===== src/design/rgb565_framebuffer_draw_engine_unit_defines.svh =====
// Assertion macros shared by the drawing engine RTL.
`ifndef RGB565_FRAMEBUFFER_DRAW_ENGINE_UNIT_DEFINES_SVH
`define RGB565_FRAMEBUFFER_DRAW_ENGINE_UNIT_DEFINES_SVH

// The consequent must hold in the same cycle as the antecedent.
`define RFDE_ASSERT_NOW(name, clk, rst_n, ante, cons) \
  name: assert property (@(posedge clk) disable iff (!rst_n) (ante) |-> (cons)) \
    else $error("rfde: same-cycle check failed");

// The consequent must hold in the cycle after the antecedent.
`define RFDE_ASSERT_NEXT(name, clk, rst_n, ante, cons) \
  name: assert property (@(posedge clk) disable iff (!rst_n) (ante) |=> (cons)) \
    else $error("rfde: next-cycle check failed");

`endif


===== src/design/rfde_pkg.sv =====
// Shared types, command codes and constants of the RGB565 drawing engine.
package rfde_pkg;

  localparam int TYPE_W  = 3;
  localparam int COORD_W = 12;
  localparam int EXT_W   = 13;
  localparam int DIM_W   = 11;
  localparam int COLOR_W = 16;
  localparam int ALPHA_W = 8;

  typedef logic [TYPE_W-1:0]         req_t;
  typedef logic signed [COORD_W-1:0] coord_t;
  typedef logic signed [EXT_W-1:0]   ext_t;
  typedef logic [DIM_W-1:0]          dim_t;
  typedef logic [COLOR_W-1:0]        pixel_t;
  typedef logic [ALPHA_W-1:0]        alpha_t;

  localparam req_t CMD_FILL_SCREEN = 3'd0;
  localparam req_t CMD_PUT_PIXEL   = 3'd1;
  localparam req_t CMD_BLEND_PIXEL = 3'd2;
  localparam req_t CMD_RECT        = 3'd3;
  localparam req_t CMD_ROUND_RECT  = 3'd4;
  localparam req_t CMD_READ_PIXEL  = 3'd5;

  localparam alpha_t ALPHA_NONE   = 8'd0;
  localparam alpha_t ALPHA_OPAQUE = 8'd255;

  localparam pixel_t BG_RESET = 16'h0862;

endpackage


===== src/design/rfde_blend.sv =====
// Alpha blend datapath: registered channel products, then divide by 255 and repack.
module rfde_blend (
  input  logic                    clk,
  input  logic                    mix_en,
  input  rfde_pkg::pixel_t        fg_color,
  input  rfde_pkg::pixel_t        bg_color,
  input  rfde_pkg::alpha_t        alpha,
  output rfde_pkg::pixel_t        mix_color
);

  logic [15:0] r_sum_r, g_sum_r, b_sum_r;
  logic [15:0] r_sum_nxt, g_sum_nxt, b_sum_nxt;
  rfde_pkg::alpha_t inv_alpha;
  logic [7:0] fr, fg, fb, br, bg, bb;
  logic [7:0] r_q, g_q, b_q;

  // Exact floor(v / 255) for any v below 65280.
  function automatic logic [7:0] div255(input logic [15:0] v);
    logic [16:0] t;
    t = 17'(v) + 17'(1) + 17'(v[15:8]);
    return t[15:8];
  endfunction

  assign inv_alpha = rfde_pkg::ALPHA_OPAQUE - alpha;

  assign fr = {fg_color[15:11], 3'b000};
  assign fg = {fg_color[10:5], 2'b00};
  assign fb = {fg_color[4:0], 3'b000};
  assign br = {bg_color[15:11], 3'b000};
  assign bg = {bg_color[10:5], 2'b00};
  assign bb = {bg_color[4:0], 3'b000};

  assign r_sum_nxt = 16'(fr) * 16'(alpha) + 16'(br) * 16'(inv_alpha);
  assign g_sum_nxt = 16'(fg) * 16'(alpha) + 16'(bg) * 16'(inv_alpha);
  assign b_sum_nxt = 16'(fb) * 16'(alpha) + 16'(bb) * 16'(inv_alpha);

  always_ff @(posedge clk) begin
    if (mix_en) begin
      r_sum_r <= r_sum_nxt;
      g_sum_r <= g_sum_nxt;
      b_sum_r <= b_sum_nxt;
    end
  end

  assign r_q = div255(r_sum_r);
  assign g_q = div255(g_sum_r);
  assign b_q = div255(b_sum_r);

  assign mix_color = {r_q[7:3], g_q[7:2], b_q[7:3]};

endmodule


===== config.mk =====
export PLATFORM = sky130hd
export DESIGN_NAME = rfde_blend
export DESIGN_NICKNAME = d
export VERILOG_FILES = /design/src/design/rgb565_framebuffer_draw_engine_unit_defines.svh /design/src/design/rfde_pkg.sv /design/src/design/rfde_blend.sv
export SDC_FILE = /design/constraint.sdc
export NUM_CORES = 1
export LEC_CHECK = 0
export ABC_AREA = 1
export BUFFER_PORTS_ARGS = -buffer_cell sky130_fd_sc_hd__buf_2
export CAP_MARGIN = 0
export CORE_ASPECT_RATIO = 2
export CORE_UTILIZATION = 40
export DETAILED_ROUTE_END_ITERATION = 10
export HOLD_SLACK_MARGIN = 0.12
export SYNTH_ARGS = -nofsm -noshare
export SYNTH_HDL_FRONTEND = slang
export SYNTH_SLANG_ARGS = --single-unit

===== constraint.sdc =====
create_clock -name clk -period 13.85 [get_ports clk]
set_clock_uncertainty 0.15 [all_clocks]
set_input_delay 2.77 -clock clk [delete_from_list [all_inputs] [get_ports clk]]
set_output_delay 2.77 -clock clk [all_outputs]
set_load 0.01 [all_outputs]

# Yosys cells after proc, flatten, opt, wreduce, memory -nomap -nowiden
# Cells that the tools add are included.
# totals
register_bits,48
inputBits,42
out_inout_bits,16
word_cells,19
# op_classes
n_addsub,10
n_mul,6
# ops
operator,n
$mul A5 B8 Y13,4
$add A16 B1 Y16 const B,3
$add A16 B16 Y16,3
$add A16 B8 Y16,3
$mul A6 B8 Y14,2
$sub A8 B8 Y8 const A,1

# Depth between registers and ports, before layout
# depth
ltp_word,3
ltp_mapped,27
depth_no_buf,26

# Worst setup path before layout
# No wires, ideal clock.
# synth_path
kind,input-to-reg
startpoint,in alpha[0]
endpoint,reg r_sum_r[15] (data pin)
setup_ns,0.252
arrival_time_ns,7.015
required_ns,13.448
slack_ns,6.432
cell_stages,23
path_buffers,2
cell_sequence,clkbuf_1 -> buf_1 -> nand2_1 -> fa_1 -> fa_1 -> fa_1 -> inv_1 -> ha_1 -> a21oi_2 -> nand2_1 -> a21oi_2 -> nor2_1 -> nor2_2 -> xor2_1 -> inv_1 -> ha_1 -> a21o_1 -> a31oi_1 -> nand2_1 -> nor2_1 -> inv_1 -> nand2_1 -> nand2_1
# synth_via
elab_chain_len,3
elab_cells_between_ends,4
classes_between,2 x add/sub; 2 x mul
# synth_lines
item,line,source
"start, declared",rfde_blend.sv:7,"input rfde_pkg::alpha_t alpha,"
$sub A8 B8 Y8,rfde_blend.sv:24,assign inv_alpha = rfde_pkg::ALPHA_OPAQUE - alpha;
$mul A5 B8 Y13,rfde_blend.sv:33,assign r_sum_nxt = 16'(fr) * 16'(alpha) + 16'(br) * 16'(inv_alpha);
$add A16 B16 Y16 (*),rfde_blend.sv:33,
named net r_sum_nxt[15],rfde_blend.sv:12,"logic [15:0] r_sum_nxt, g_sum_nxt, b_sum_nxt;"
"end signal, assigned",rfde_blend.sv:39,r_sum_r <= r_sum_nxt;
"end, declared",rfde_blend.sv:11,"logic [15:0] r_sum_r, g_sum_r, b_sum_r;"
# The timed path passes the listed nets; every way through them passes the cells marked *.
# A chain may end at the register's enable or synchronous reset.

# Worst setup path after layout
# layout_path
startpoint,in alpha[1]
endpoint,reg g_sum_r[14] (data pin)
# layout_via
elab_chain_len,3
elab_cells_between_ends,4
classes_between,2 x add/sub; 2 x mul
# layout_lines
item,line,source
$sub A8 B8 Y8,rfde_blend.sv:24,
$mul A6 B8 Y14,rfde_blend.sv:34,assign g_sum_nxt = 16'(fg) * 16'(alpha) + 16'(bg) * 16'(inv_alpha);
$add A16 B16 Y16 (*),rfde_blend.sv:34,
named net g_sum_nxt[14],rfde_blend.sv:12,
"end signal, assigned",rfde_blend.sv:40,g_sum_r <= g_sum_nxt;
"end, declared",rfde_blend.sv:11,
# Marks and branches as above.

==> run_results.csv <==
group,metric,value,unit
cells_and_area,syn2layout_area_growth,6.36,%
timing,layout_min_cycle_time,7.69,ns
cts,clock-sinks,40,
cts,cts.clk_slew.worst_paths,0.06,ns
global_route,grt_max_degree,41,
critical_path,cp_max_fo,29,
floorplan,dieArea,30300,sq um
timing,min_period_over_period,0.555,
global_route,antenna_found_initial,3,
timing,final.setup.tns,0,ns
critical_path,arrival,7.59,ns
floorplan,rows,88,
place,placed_cells,2039,
cts,cts_buffers,5,
cts,htreeDepth,2,
power,max-vdd-ir-drop,0.000181,V
timing,final-hold-violation-count,0,
timing,fmax,130,MHz
synthesis,synth-seq-cells,40,
power,finalPower,2.23,mW
place,io_buffers,57,
hold_path,hold_path_depth,3,
floorplan,io-pin-count,58,
timing,slew_viol_final,0,
cts,cts_resized,0,
cells_and_area,layout_common_cells,"390 x inv_1, 383 x nand2_1, 178 x ha_1",
routing,wl,29500,um
synthesis,yosys_warnings,0,
floorplan,dieWidth,124,um
floorplan,fp.dieH,245,um
floorplan,core-area,29000,sq um
cells_and_area,nets,2031,
timing,rsz0062_at_grt,"false",
synthesis,mappedNetlistArea,11800,sq um
routing,drt_iter0_drc,331,
cells_and_area,fin_cells,2048,
critical_path,worst-setup-path-type,"in2reg",
synthesis,ys_dominant_reg_cell,"edfxtp_1",
hold_path,hp-class,"in2reg",
cells_and_area,final_common_cell,"inv_1",
critical_path,worst_setup_path_end_kind,"flop",
timing,relSlewSlack,0.354,
cts,cts_tree,"built",
place,dp_hpwl,25500,um
timing,setup_violations,0,
outcome,status,"complete, no violations",
cts,post-cts-setup-buffers,0,
critical_path,critPathLaunchType,"input pin",
routing,routedWlPerCell,14.4,um
power,power-per-cell-area,177,nW/um^2
global_route,grt_pass1_wl,49500,um
cells_and_area,drive_above_1_share,0.0551,
synthesis,async_flop_share,0,
cells_and_area,postLayoutCellArea,12600,sq um
cts,clk_path_buf_depth,2,
synthesis,ys_seq_area_frac,0.102,
flow_run,maxCapViolations,0,
cts,cts-hold-fix-buffers,0,
critical_path,required,13.76,ns
hold_path,worstHoldStart,"fg_color[5]",
synthesis,syn_avg_cell_area,7.13,sq um
routing,drt-pass1-iter-count,5,
place,place_area,12400,sq um
synthesis,ys_types,38,
floorplan,start_util,0.409,
timing,whs,2.83,ns
routing,vias_per_cell,4.93,
global_route,grt_pass1_vias,10700,
cts,cts-root-buf,"clkbuf_16",
place,finalWeightedCongestion,0.949,
routing,vias,10100,
power,p_leak,7.46,nW
global_route,grtUsageTotal,0.210,
synthesis,synth_edf_count,40,
routing,drtAntennaViolNets,0,
timing,tightest_slew,0.969,ns
hold_path,holdPathEnd,"g_sum_r[2]",
routing,route.detailed.drc,0,
global_route,grt_overflow,0,
synthesis,syn_inst,1660,
## cells by family after synthesis
kind of cell / after synthesis / synth area share
other: 1 / 0.000317
AO/OA/AOI/OAI: 157 / 0.0771
flip-flops: 40 / 0.102
XOR/XNOR: 87 / 0.0644
adder cells (fa/ha/maj): 303 / 0.400
AND/OR/NAND/NOR: 640 / 0.219
buffers and inverters: 432 / 0.138
## worst max-delay path, stage by stage
cell	delay, ns
buf_2	0.54
inv_1	0.23
nand2_1	0.14
fa_1	0.46
fa_1	0.52
fa_1	0.54
inv_1	0.04
ha_1	0.35
nand2_1	0.11
inv_1	0.05
a21oi_2	0.16
o21ai_1	0.10
a21oi_1	0.20
xor2_1	0.28
ha_1	0.35
nand2_1	0.11
nor2_1	0.05
a211oi_1	0.22
nand3_1	0.17
xor2_1	0.17
## power by group
group / switching, mW / total (mW) / internal [mW] / leakage [nW]
combinational: 1.08 / 1.77 / 0.687 / 6.99
sequential: 0.0511 / 0.323 / 0.271 / 0.391
clock: 0.0549 / 0.140 / 0.0848 / 0.0814
## worst max path at each step
stage	startpoint	to	cells past startpoint
global placement	alpha[1]	g_sum_r[14]	20
global route	alpha[1]	g_sum_r[14]	20
finish	alpha[1]	g_sum_r[14]	20
floorplan	alpha[0]	r_sum_r[15]	23
CTS	alpha[1]	g_sum_r[14]	20
detailed placement	alpha[1]	g_sum_r[14]	20
## layout make-up
type	count	area [sq um]
Inverter	392	1470
Clock inverter	3	42.5
Sequential cell	40	1200
Fill cell	3021	16400
Tap cell	360	450
Timing Repair Buffer	57	285
Clock buffer	5	125
Antenna cell	1	2.50
Multi-Input combinational cell	1190	9000
## per-layer routing
layer,track usage,share of wire
met5,0,0.00044
met4,0.107,0.046
met3,0.0239,0.024
met2,0.415,0.57
met1,0.204,0.36
## stage by stage
step / worst slack [ns] / util
global placement: 5.91 / 0.429
detailed placement: 5.85 / 0.429
finish: 6.16 / 0.434
global route: 5.88 / 0.434
CTS: 6.16 / 0.434
floorplan: 6.43 / -
## synth_stat cells (all sizes together), types with 35 or more instances
cell type | n | area (sq um)
edfxtp | 40 | 1200
a21oi | 82 | 444
clkbuf | 35 | 143
ha | 178 | 2230
xnor2 | 38 | 333
fa | 125 | 2500
o21ai | 39 | 199
nand2 | 388 | 1470
nand3 | 60 | 325
xor2 | 49 | 429
nor2 | 168 | 653
inv | 392 | 1470
## registers in the layout, summed over array words and instances (netlist names)
| name | count |
|---|---|
| b_sum_r | 13 |
| g_sum_r | 14 |
| r_sum_r | 13 |
(Power assumes the default switching activity.)
